--- src/sv/dpc_pkg.sv ---
// ----------------------------------------------------------------------------
// dpc_pkg
// Shared types and constants for the debounced press counter.
// ----------------------------------------------------------------------------
package dpc_pkg;

   localparam int DB_TICKS_W  = 8;
   localparam int LP_TICKS_W  = 16;
   localparam int COUNT_W     = 30;
   localparam int CSR_INDEX_W = 1;
   localparam int CSR_DATA_W  = 16;
   localparam int BCD_W       = 4;

   localparam logic [DB_TICKS_W-1:0] DB_TICKS_RESET = 8'd2;
   localparam logic [LP_TICKS_W-1:0] LP_TICKS_RESET = 16'd200;
   localparam logic [BCD_W-1:0]      BCD_NINE       = 4'd9;

   typedef enum logic [CSR_INDEX_W-1:0] {
      CSR_DEBOUNCE_TICKS   = 1'd0,
      CSR_LONG_PRESS_TICKS = 1'd1
   } csr_index_type;

   typedef enum logic [1:0] {
      PH_IDLE         = 2'd0,
      PH_DEBOUNCE     = 2'd1,
      PH_HOLD         = 2'd2,
      PH_WAIT_RELEASE = 2'd3
   } phase_type;

   typedef enum logic [1:0] {
      EV_NONE  = 2'd0,
      EV_SHORT = 2'd1,
      EV_LONG  = 2'd2
   } event_type;

   // counter commands from the controller, already qualified by the tick
   typedef struct packed {
      logic inc;
      logic clr;
   } count_cmd_type;

endpackage

--- src/sv/dpc_bcd_cell.sv ---
// ----------------------------------------------------------------------------
// dpc_bcd_cell
// One decimal digit of the press counter; passes its carry to the next digit.
// ----------------------------------------------------------------------------
module dpc_bcd_cell
   import dpc_pkg::*;
(
   input  logic             clock,
   input  logic             reset,
   input  logic             clr,
   input  logic             carry_in,
   output logic             carry_out,
   output logic [BCD_W-1:0] digit
);

   logic [BCD_W-1:0] digit_ff;
   logic [BCD_W-1:0] digit_in;

   always_comb begin
      carry_out = 1'b0;
      digit_in  = digit_ff;
      if (clr) begin
         digit_in = '0;
      end else if (carry_in) begin
         if (digit_ff >= BCD_NINE) begin
            digit_in  = '0;
            carry_out = 1'b1;
         end else begin
            digit_in = digit_ff + BCD_W'(1);
         end
      end
   end

   always_ff @(posedge clock) begin
      if (reset) begin
         digit_ff <= '0;
      end else begin
         digit_ff <= digit_in;
      end
   end

   assign digit = digit_ff;

endmodule

--- src/sv/dpc_ctrl.sv ---
// ----------------------------------------------------------------------------
// dpc_ctrl
// Press phase machine and saturating tick timer.
// ----------------------------------------------------------------------------
module dpc_ctrl
   import dpc_pkg::*;
#(
   parameter int TIMER_BITS = 16
)
(
   input  logic                  clock,
   input  logic                  reset,
   input  logic                  step,
   input  logic                  pressed,
   input  logic [DB_TICKS_W-1:0] debounce_ticks,
   input  logic [LP_TICKS_W-1:0] long_press_ticks,
   output count_cmd_type         cmd,
   output event_type             event_code
);

   localparam int CMP_W = (TIMER_BITS > LP_TICKS_W) ? TIMER_BITS : LP_TICKS_W;

   phase_type               phase_ff, phase_in;
   logic [TIMER_BITS-1:0]   timer_ff, timer_in;
   event_type               event_ff, event_in;
   logic [TIMER_BITS-1:0]   timer_inc;
   logic [CMP_W-1:0]        timer_ext;
   logic                    db_done;
   logic                    lp_done;

   assign timer_inc = (timer_ff == {TIMER_BITS{1'b1}}) ? timer_ff
                                                       : timer_ff + TIMER_BITS'(1);
   assign timer_ext = CMP_W'(timer_inc);
   assign db_done   = timer_ext >= CMP_W'(debounce_ticks);
   assign lp_done   = timer_ext >= CMP_W'(long_press_ticks);

   always_ff @(posedge clock) begin
      if (reset) begin
         phase_ff <= PH_IDLE;
         timer_ff <= '0;
         event_ff <= EV_NONE;
      end else if (step) begin
         phase_ff <= phase_in;
         timer_ff <= timer_in;
         event_ff <= event_in;
      end
   end

   always_comb begin
      phase_in = phase_ff;
      timer_in = timer_ff;
      event_in = EV_NONE;
      cmd      = '0;
      case (phase_ff)
         PH_IDLE: begin
            if (pressed) begin
               phase_in = PH_DEBOUNCE;
               timer_in = '0;
            end
         end
         PH_DEBOUNCE: begin
            timer_in = timer_inc;
            if (db_done) begin
               if (pressed) begin
                  phase_in = PH_HOLD;
                  timer_in = '0;
               end else begin
                  phase_in = PH_IDLE;
               end
            end
         end
         PH_HOLD: begin
            timer_in = timer_inc;
            if (lp_done) begin
               cmd.clr  = step;
               event_in = EV_LONG;
               phase_in = pressed ? PH_WAIT_RELEASE : PH_IDLE;
            end else if (!pressed) begin
               cmd.inc  = step;
               event_in = EV_SHORT;
               phase_in = PH_IDLE;
            end
         end
         PH_WAIT_RELEASE: begin
            if (!pressed) begin
               phase_in = PH_IDLE;
            end
         end
         default: begin
            phase_in = PH_IDLE;
         end
      endcase
   end

   assign event_code = event_ff;

endmodule

--- src/sv/debounced_press_counter_long_reset.sv ---
// ----------------------------------------------------------------------------
// debounced_press_counter_long_reset
// Debounced button press counter with decimal digits and long-press clear.
// ----------------------------------------------------------------------------
// latency: the result word for a tick is valid the cycle after the tick is taken
// throughput: one tick per cycle; the digit carry ripples through the cell row
// within that cycle, and a new tick is taken in the same cycle a waiting word leaves
// reset: synchronous; counter, digits and timer clear, phase goes idle,
// debounce_ticks returns to 2 and long_press_ticks to 200
module debounced_press_counter_long_reset
   import dpc_pkg::*;
#(
   parameter int DIGITS     = 9,
   parameter int TIMER_BITS = 16
)
(
   input  logic                     clock,
   input  logic                     reset,
   input  logic                     req_valid,
   output logic                     req_stall,
   input  logic                     req_button_level,
   output logic                     rsp_valid,
   input  logic                     rsp_stall,
   output logic [COUNT_W-1:0]       rsp_count_value,
   output logic [BCD_W*DIGITS-1:0]  rsp_count_digits,
   output logic [1:0]               rsp_event_code,
   input  logic                     csr_valid,
   output logic                     csr_ready,
   input  logic [CSR_INDEX_W-1:0]   csr_index,
   input  logic [CSR_DATA_W-1:0]    csr_data
);

   logic [DB_TICKS_W-1:0] db_ticks_ff;
   logic [LP_TICKS_W-1:0] lp_ticks_ff;
   logic                  rsp_valid_ff, rsp_valid_in;
   logic [COUNT_W-1:0]    count_ff, count_in;
   logic                  req_accept;
   count_cmd_type         cmd;
   event_type             event_code;
   logic [DIGITS:0]       carry;

   // configuration registers
   assign csr_ready = 1'b1;

   always_ff @(posedge clock) begin
      if (reset) begin
         db_ticks_ff <= DB_TICKS_RESET;
         lp_ticks_ff <= LP_TICKS_RESET;
      end else if (csr_valid && csr_ready) begin
         if (csr_index == CSR_DEBOUNCE_TICKS) begin
            db_ticks_ff <= csr_data[DB_TICKS_W-1:0];
         end
         if (csr_index == CSR_LONG_PRESS_TICKS) begin
            lp_ticks_ff <= csr_data[LP_TICKS_W-1:0];
         end
      end
   end

   // output word register; state only moves on an accepted tick
   assign req_stall    = rsp_valid_ff && rsp_stall;
   assign req_accept   = req_valid && !req_stall;
   assign rsp_valid_in = req_accept || (rsp_valid_ff && rsp_stall);

   always_ff @(posedge clock) begin
      if (reset) begin
         rsp_valid_ff <= 1'b0;
      end else begin
         rsp_valid_ff <= rsp_valid_in;
      end
   end

   dpc_ctrl #(
      .TIMER_BITS (TIMER_BITS)
   ) u_ctrl (
      .clock            (clock),
      .reset            (reset),
      .step             (req_accept),
      .pressed          (!req_button_level),
      .debounce_ticks   (db_ticks_ff),
      .long_press_ticks (lp_ticks_ff),
      .cmd              (cmd),
      .event_code       (event_code)
   );

   // decimal digit row, least significant cell first
   assign carry[0] = cmd.inc;

   for (genvar i = 0; i < DIGITS; i++) begin : g_cell
      dpc_bcd_cell u_cell (
         .clock     (clock),
         .reset     (reset),
         .clr       (cmd.clr),
         .carry_in  (carry[i]),
         .carry_out (carry[i+1]),
         .digit     (rsp_count_digits[BCD_W*i +: BCD_W])
      );
   end

   // binary copy wraps with the digit row
   always_comb begin
      count_in = count_ff;
      if (cmd.clr) begin
         count_in = '0;
      end else if (cmd.inc) begin
         count_in = carry[DIGITS] ? '0 : count_ff + COUNT_W'(1);
      end
   end

   always_ff @(posedge clock) begin
      if (reset) begin
         count_ff <= '0;
      end else begin
         count_ff <= count_in;
      end
   end

   assign rsp_valid       = rsp_valid_ff;
   assign rsp_count_value = count_ff;
   assign rsp_event_code  = event_code;

   a_long_clears: assert property (@(posedge clock) disable iff (reset)
      (rsp_valid && rsp_event_code == EV_LONG) |->
         (rsp_count_value == '0 && rsp_count_digits == '0))
      else $error("long press word does not show a cleared counter");

   a_short_counts: assert property (@(posedge clock) disable iff (reset)
      (req_accept && cmd.inc) |=>
         (count_ff == $past(count_ff) + COUNT_W'(1) || count_ff == '0))
      else $error("short press did not advance the counter");

   a_hold_when_idle: assert property (@(posedge clock) disable iff (reset)
      !req_accept |=> ($stable(count_ff) && $stable(rsp_count_digits)))
      else $error("counter changed without an accepted tick");

   a_digits_agree: assert property (@(posedge clock) disable iff (reset)
      (count_ff == '0) |-> (rsp_count_digits == '0))
      else $error("binary and decimal counts disagree at zero");

endmodule

--- config.mk ---
export PLATFORM = sky130hd
export DESIGN_NAME = debounced_press_counter_long_reset
export DESIGN_NICKNAME = d
export VERILOG_FILES = /design/src/sv/dpc_pkg.sv /design/src/sv/dpc_bcd_cell.sv /design/src/sv/dpc_ctrl.sv /design/src/sv/debounced_press_counter_long_reset.sv
export SDC_FILE = /design/constraint.sdc
export NUM_CORES = 1
export LEC_CHECK = 0
export ABC_AREA = 1
export BUFFER_PORTS_ARGS = -buffer_cell sky130_fd_sc_hd__buf_2
export CAP_MARGIN = 15
export CORE_MARGIN = 1
export CORE_UTILIZATION = 62
export CTS_CLUSTER_DIAMETER = 80
export CTS_CLUSTER_SIZE = 12
export DETAILED_ROUTE_END_ITERATION = 16
export GPL_TIMING_DRIVEN = 0
export PLACE_DENSITY = 0.86
export SLEW_MARGIN = 20
export SYNTH_ARGS = -nofsm -noshare
export SYNTH_HDL_FRONTEND = slang
export SYNTH_SLANG_ARGS = --single-unit
--- constraint.sdc ---
create_clock -name clock -period 5.4 [get_ports clock]
set_input_delay 1.08 -clock clock [delete_from_list [all_inputs] [get_ports clock]]
set_output_delay 1.08 -clock clock [all_outputs]
set_load 0.005 [all_outputs]
# After elaboration in Yosys (flattened, before gate mapping)
# Cells that the tools add are included.
[totals]
register_bits = 111
out_inout_bits = 71
wordCells = 112
[op_classes]
n_addsub = 11
order_cmp = 11
n_eq_ne = 6
muxes = 56
bitwise_logic = 1
reduce_logical = 11
[op_table]
columns = ["cell", "count"]
rows = [
  ["$mux 16", 4],
  ["$pmux 16 s3", 1],
  ["$add 4x1->4 const B", 9],
  ["$ge 4x4->1 const B", 9],
  ["$mux 4", 9],
  ["$mux 1", 31],
  ["$add 30x1->30 const B", 1],
  ["$mux 30", 1],
  ["$mux 2", 9],
  ["$add 16x1->16 const B", 1],
  ["$eq 16x16->1 const B", 1],
  ["$ge 16x16->1", 1],
  ["$ge 16x8->1", 1],
  ["$pmux 2 s4", 1],
  ["$reduce_and 3->1", 2],
  ["$eq 2x2->1 const B", 2],
  ["$reduce_and 2->1", 2],
  ["$reduce_bool 3->1", 1],
  ["$eq 2x1->1 const B", 1],
  ["$logic_and 1x1->1", 2],
  ["$logic_not 2->1", 1],
  ["$ne 2x1->1 const B", 1],
  ["$ne 2x2->1 const B", 1],
  ["$reduce_or 2->1", 1],
  ["3 further kinds", 3],
]

# Logic depth before layout (Yosys ltp)
[depth]
ltp_word = 25
ltp_mapped = 27
ltp_nobuf = 27

# Hierarchy
# From an unflattened synthesis, not the netlist that was laid out.
[unflattened]
hier_cells = 967
area_unflattened_um2 = 6712.7
[modules_own_cells]
columns = ["mod", "instances", "cells_per_inst", "area_per_inst_um2"]
rows = [
  ["debounced_press_counter_long_reset", 1, 357, 2512.4],
  ["dpc_ctrl", 1, 313, 2150.8],
  ["dpc_bcd_cell", 9, 33, 227.7],
]

# Worst setup path after synthesis
# OpenSTA, ideal clock, no wires.
[synth_path]
path_kind = "flip-flop to flip-flop"
from = "register u_ctrl.timer_ff[0]"
to = "register count_ff[23], in the netlist rsp_count_value[23]"
setup_ns = 0.117
t_arrival_ns = 3.256
required_ns = 5.283
slack_ns = 2.027
path_stages_with_launch = 26
path_buffers = 1
period_less_slack_ns = 3.373
path_cell_list = "dfxtp_1 -> ha_1 -> nand2_1 -> nor3_2 -> nand4_1 -> inv_1 -> nor2_1 -> nand2_1 -> xor2_1 -> inv_1 -> ha_1 -> nand2_1 -> nand2_1 -> nand2_1 -> nand2_1 -> nor2_1 -> nand2_1 -> nand2_2 -> nand4_4 -> nor2_4 -> nand4_4 -> nor2_8 -> nand4_4 -> nand2_4 -> buf_6 -> nor2_1"
[synth_between]
elab_chain_cells = 24
elab_cells_between_ends = 27
[synth_lines]
columns = ["element", "line", "text"]
rows = [
  ["start, declared", "dpc_ctrl.sv:24", "logic [TIMER_BITS-1:0] timer_ff, timer_in;"],
  ["start signal, assigned", "dpc_ctrl.sv:44", "timer_ff <= timer_in;"],
  ["$add 16x1->16 / $eq 16x16->1 (equally long branches)", "dpc_ctrl.sv:32, dpc_ctrl.sv:31", ""],
  ["$mux 16 (*)", "dpc_ctrl.sv:31", "assign timer_inc = (timer_ff == {TIMER_BITS{1'b1}}) ? timer_ff"],
  ["$ge 16x16->1 (*)", "dpc_ctrl.sv:35", "assign lp_done = timer_ext >= CMP_W'(long_press_ticks);"],
  ["$mux 1", "dpc_ctrl.sv:74", "if (lp_done) begin"],
  ["$mux 2 (*)", "dpc_ctrl.sv:54", "case (phase_ff)"],
  ["$mux 1", "dpc_bcd_cell.sv:24", "end else if (carry_in) begin"],
  ["$mux 1", "dpc_bcd_cell.sv:22", "if (clr) begin"],
  ["$mux 1", "dpc_bcd_cell.sv:24", ""],
  ["[... 8 more ...]", "--", ""],
  ["$mux 1", "dpc_bcd_cell.sv:22", ""],
  ["$mux 1", "dpc_bcd_cell.sv:24", ""],
  ["$mux 1", "dpc_bcd_cell.sv:22", ""],
  ["$mux 1", "dpc_bcd_cell.sv:24", ""],
  ["$mux 1", "dpc_bcd_cell.sv:22", ""],
  ["$mux 1", "dpc_bcd_cell.sv:24", ""],
  ["$mux 1", "dpc_bcd_cell.sv:22", ""],
  ["$mux 30", "debounced_press_counter_long_reset.sv:105", "count_in = carry[DIGITS] ? '0 : count_ff + COUNT_W'(1);"],
  ["end signal, assigned", "debounced_press_counter_long_reset.sv:113", "count_ff <= count_in;"],
  ["end, declared", "debounced_press_counter_long_reset.sv:36", "logic [COUNT_W-1:0] count_ff, count_in;"],
]
# Mark *: on every way between the ends. The rest lies on a longest branch, timed or not.
# A chain may end at the register's enable or synchronous reset.

# Worst setup path in the final report
[layout_path]
from = "register u_ctrl.timer_ff[0]"
to = "register g_cell[3].u_cell.digit_ff[3]"
[layout_between]
elab_chain_cells = 11
elab_cells_between_ends = 14
[layout_lines]
columns = ["element", "line", "text"]
rows = [
  ["$add 16x1->16 / $eq 16x16->1 (equally long branches)", "dpc_ctrl.sv:32, dpc_ctrl.sv:31", ""],
  ["$mux 16 (*)", "dpc_ctrl.sv:31", ""],
  ["$ge 16x16->1 (*)", "dpc_ctrl.sv:35", ""],
  ["$mux 1", "dpc_ctrl.sv:74", ""],
  ["$mux 2 (*)", "dpc_ctrl.sv:54", ""],
  ["$mux 1", "dpc_bcd_cell.sv:24", ""],
  ["$mux 1", "dpc_bcd_cell.sv:22", ""],
  ["$mux 1", "dpc_bcd_cell.sv:24", ""],
  ["$mux 1", "dpc_bcd_cell.sv:22", ""],
  ["$mux 1", "dpc_bcd_cell.sv:24", ""],
  ["$mux 1", "dpc_bcd_cell.sv:22", ""],
  ["end signal, assigned", "dpc_bcd_cell.sv:38", "digit_ff <= digit_in;"],
  ["end, declared", "dpc_bcd_cell.sv:16", "logic [BCD_W-1:0] digit_ff;"],
]
# Marked as above.

==> results.tsv <==
metric	value	unit
Clk network pwr share	0.329	
drt wl/cell	12.5	um
Main synth FF type	dfxtp_1	
Post-synth EDFFs	0	
pwr/cell area	201	mW/mm^2
Final Setup Violations	0	
CP endpoint kind	flop	
area leader, netlist	dfxtp_1	
DR iter-0 viols	279	
critical path's slowest cell	dfxtp_1	
register area share after synthesis	0.346	
Reg power frac	0.578	
Post-Syn Nets	975	
Vert. Die Dim	104	um
Buffers on Ports	92	
Critical Path Fanout Max	10	
Lkg Pwr	3.34	nW
CP Data Required Time	5.71	ns
vias in the first global route	5341	
R2R Setup Slk	1.19	ns
largest net degree at the start of global routing	20	
WL final	14200	um
number of clock sinks	111	
Post-CTS Resized	0	
Startpoint Class	flop	
placed inst area	0.00706	mm^2
die width	104	um
critical path's largest stage delay	0.45	ns
cell row count	36	
fmax	0.237	GHz
initial antenna violation count	0	
Area Growth Syn to Fin	12.5	%
Vias	5968	
largest cells by area after synthesis	dfxtp_1, ha_1, nand2_1	
Core Area	0.00991	mm^2
R2R cell count	23	
Logic pwr share	0.094	
min Tclk post-route	4.21	ns
FF-to-FF End	g_cell[3].u_cell.digit[3]	
Slew headroom	0.576	
Via density	5.25	
# IOs	94	
RSZ-0062 raised after global routing	no	
Post-Layout Cell Count	1136	
CTS tree	yes	
setup TNS	0	ns
crit path cell chain	ha_1 > and3_1 > nand2_1 > inv_1 > nand3_2 > inv_1 > nor2_1 > a21oi_1 > ha_1 > nand2_1 > nand2_1 > nand2_1 > nand2_1 > nand2_1 > nand2_1 > nand2_2 > nand2_1 > nand3_1 > nand2_1 > inv_1 > clkbuf_1 > nand2_1 > a21oi_1	
Max Root-Sink Buffers	2	
DP HPWL	10900	um
CTS Root Cell	clkbuf_8	
TritonCTS Buffers	9	
DRC viols	0	
Routed Antenna Nets	0	
Sw Ratio	0.273	
most used cell, CP	nand2_1	
Peak VDD IR	0.000143	V
maxcap violations	0	
number of distinct library cells after synthesis	46	
critical path startpoint	u_ctrl.timer_ff[0]	
critical path type	reg2reg	
hold_buf cts	0	
Global Route Usage Sum	0.272	
syn_area_per_cell	7.19	um^2
top cells by count, synth	nand2_1, inv_1, dfxtp_1	
end of the critical path	g_cell[3].u_cell.digit[3]	
Worst Slack Setup Final	1.19	ns
Final Slew Violations	0	
critical path arrival	4.52	ns
final instance area	0.00724	mm^2
async set-or-reset flop fraction in the synthesized netlist	0	
aggregate global routing overflow	0	
Initial Utilization	0.649	
Mapped Area	0.00643	mm^2
worst slack, placed	1.32	ns
hold path start	u_ctrl.event_code[1]	
Worst-Margin Slew	0.634	ns
most common cell in the synthesized netlist	nand2_1	
Hold WC Path Type	reg2reg	
Switch Pwr	0.000397	W
Pint	0.00106	W
final net count	1078	
number of diodes	0	
period utilization	0.780	
worst-skew pair later-pin latency	0.38	ns
Post-Syn Instances	895	
Detailed Routing Iterations Pass 1	5	
Clock Skew	0.0145	ns
global-route wire length before repair	24400	um
htree depth	3	
die area	0.0108	mm^2
Placer Congestion	0.923	
Placed Cells	1120	
outcome	finished, final reports clean	
Clock transition at path regs	0.11	ns
reg-to-reg critical path startpoint	u_ctrl.timer_ff[0]	
Synth Register Bits	111	
Synth Warn #	0	
Final Hold Fails	0	
layout cells sized above 1	0.142	
Synth top area share	0.346	
post-CTS setup buffer count	0	
[logic make-up after synthesis]
kind of cell / synth area share
other: 0.000583
buffers and inverters: 0.100
and+or+nand+nor: 0.279
xor gates and xnor gates: 0.0449
DFF: 0.346
AOI/OAI and AO/OA: 0.119
adders and majority gates: 0.111
[cells in the final DEF (no fill, tap or decap), types with 3 or more instances in the layout]
master,Yosys,routed
nor2_2,4,4
nand2_1,178,178
inv_2,4,4
clkbuf_8,0,9
nor3_1,14,14
o211ai_1,5,5
dfxtp_1,111,111
inv_1,137,137
nand3_1,36,36
nand4_4,3,3
xnor2_1,5,5
a31oi_1,4,4
buf_2,0,92
a21boi_0,6,6
xor2_1,28,28
ha_1,57,57
nand3_2,3,3
a211oi_1,4,4
nand2_2,6,6
nand4_1,25,25
clkbuf_1,12,13
a21oi_1,76,76
nor2_4,3,3
o21ai_0,35,35
nor2_1,108,108
[metrics by stage]
step | total power, W | utilization | hold slack (ns)
after floorplan | 0.000954 | - | 0.435
after global placement | 0.000991 | 0.712 | 0.450
after detailed placement | 0.000994 | 0.712 | 0.455
after CTS | 0.00147 | 0.730 | 0.471
after global routing | 0.00152 | 0.730 | 0.486
final | 0.00146 | 0.730 | 0.468
[registers in the layout (all words and copies together), names as in the netlist]
register,count
u_ctrl.timer_ff,16
u_ctrl.phase_ff,2
rsp_valid,1
rsp_count_value,30
lp_ticks_ff,16
g_cell.u_cell.digit,36
db_ticks_ff,8
u_ctrl.event_code,2
[per-layer routing]
| metal | share of wire | global-route usage | wire (um) |
|---|---|---|---|
| met1 | 0.48 | 0.371 | 6800 |
| met5 | 0 | 0 | 0 |
| met3 | 0.053 | 0.0485 | 751 |
| met4 | 0.015 | 0.0786 | 217 |
| met2 | 0.45 | 0.440 | 6470 |
[power groups by stage]
stage	Sequential, W	Combinational, W	Clock, W
final	0.000841	0.000137	0.000478
after global routing	0.000843	0.000153	0.000520
after CTS	0.000841	0.000136	0.000490
after detailed placement	0.000859	0.000135	0
after global placement	0.000859	0.000133	0
after floorplan	0.000858	0.0000962	0
[worst min-delay path by stage]
stage	end	slack (ns)	depth (start not counted)
after CTS	u_ctrl.event_code[1]	0.47	2
after floorplan	lp_ticks_ff[1]	0.44	2
final	u_ctrl.event_code[1]	0.47	2
after global routing	u_ctrl.timer_ff[15]	0.49	2
after global placement	lp_ticks_ff[2]	0.45	2
after detailed placement	lp_ticks_ff[9]	0.46	2
[worst max-delay path, delay by kind of cell, from the launching register on]
kind | cells | cell delay, ns
DFF | 1 | 0.45
and+or+nand+nor | 15 | 1.59
buffers and inverters | 4 | 1.03
adders and majority gates | 2 | 0.59
AOI/OAI and AO/OA | 2 | 0.49
[cell type report]
cell class	count	area [um^2]
Multi-Input combinational cell	624	3570
Fill cell	830	2670
Sequential cell	111	2220
Inverter	142	533
Timing Repair Buffer	92	460
Tap cell	133	166
Clock buffer	10	128
Buffer	18	110
Clock inverter	6	52.6
Power figures use the tool's default switching activity.
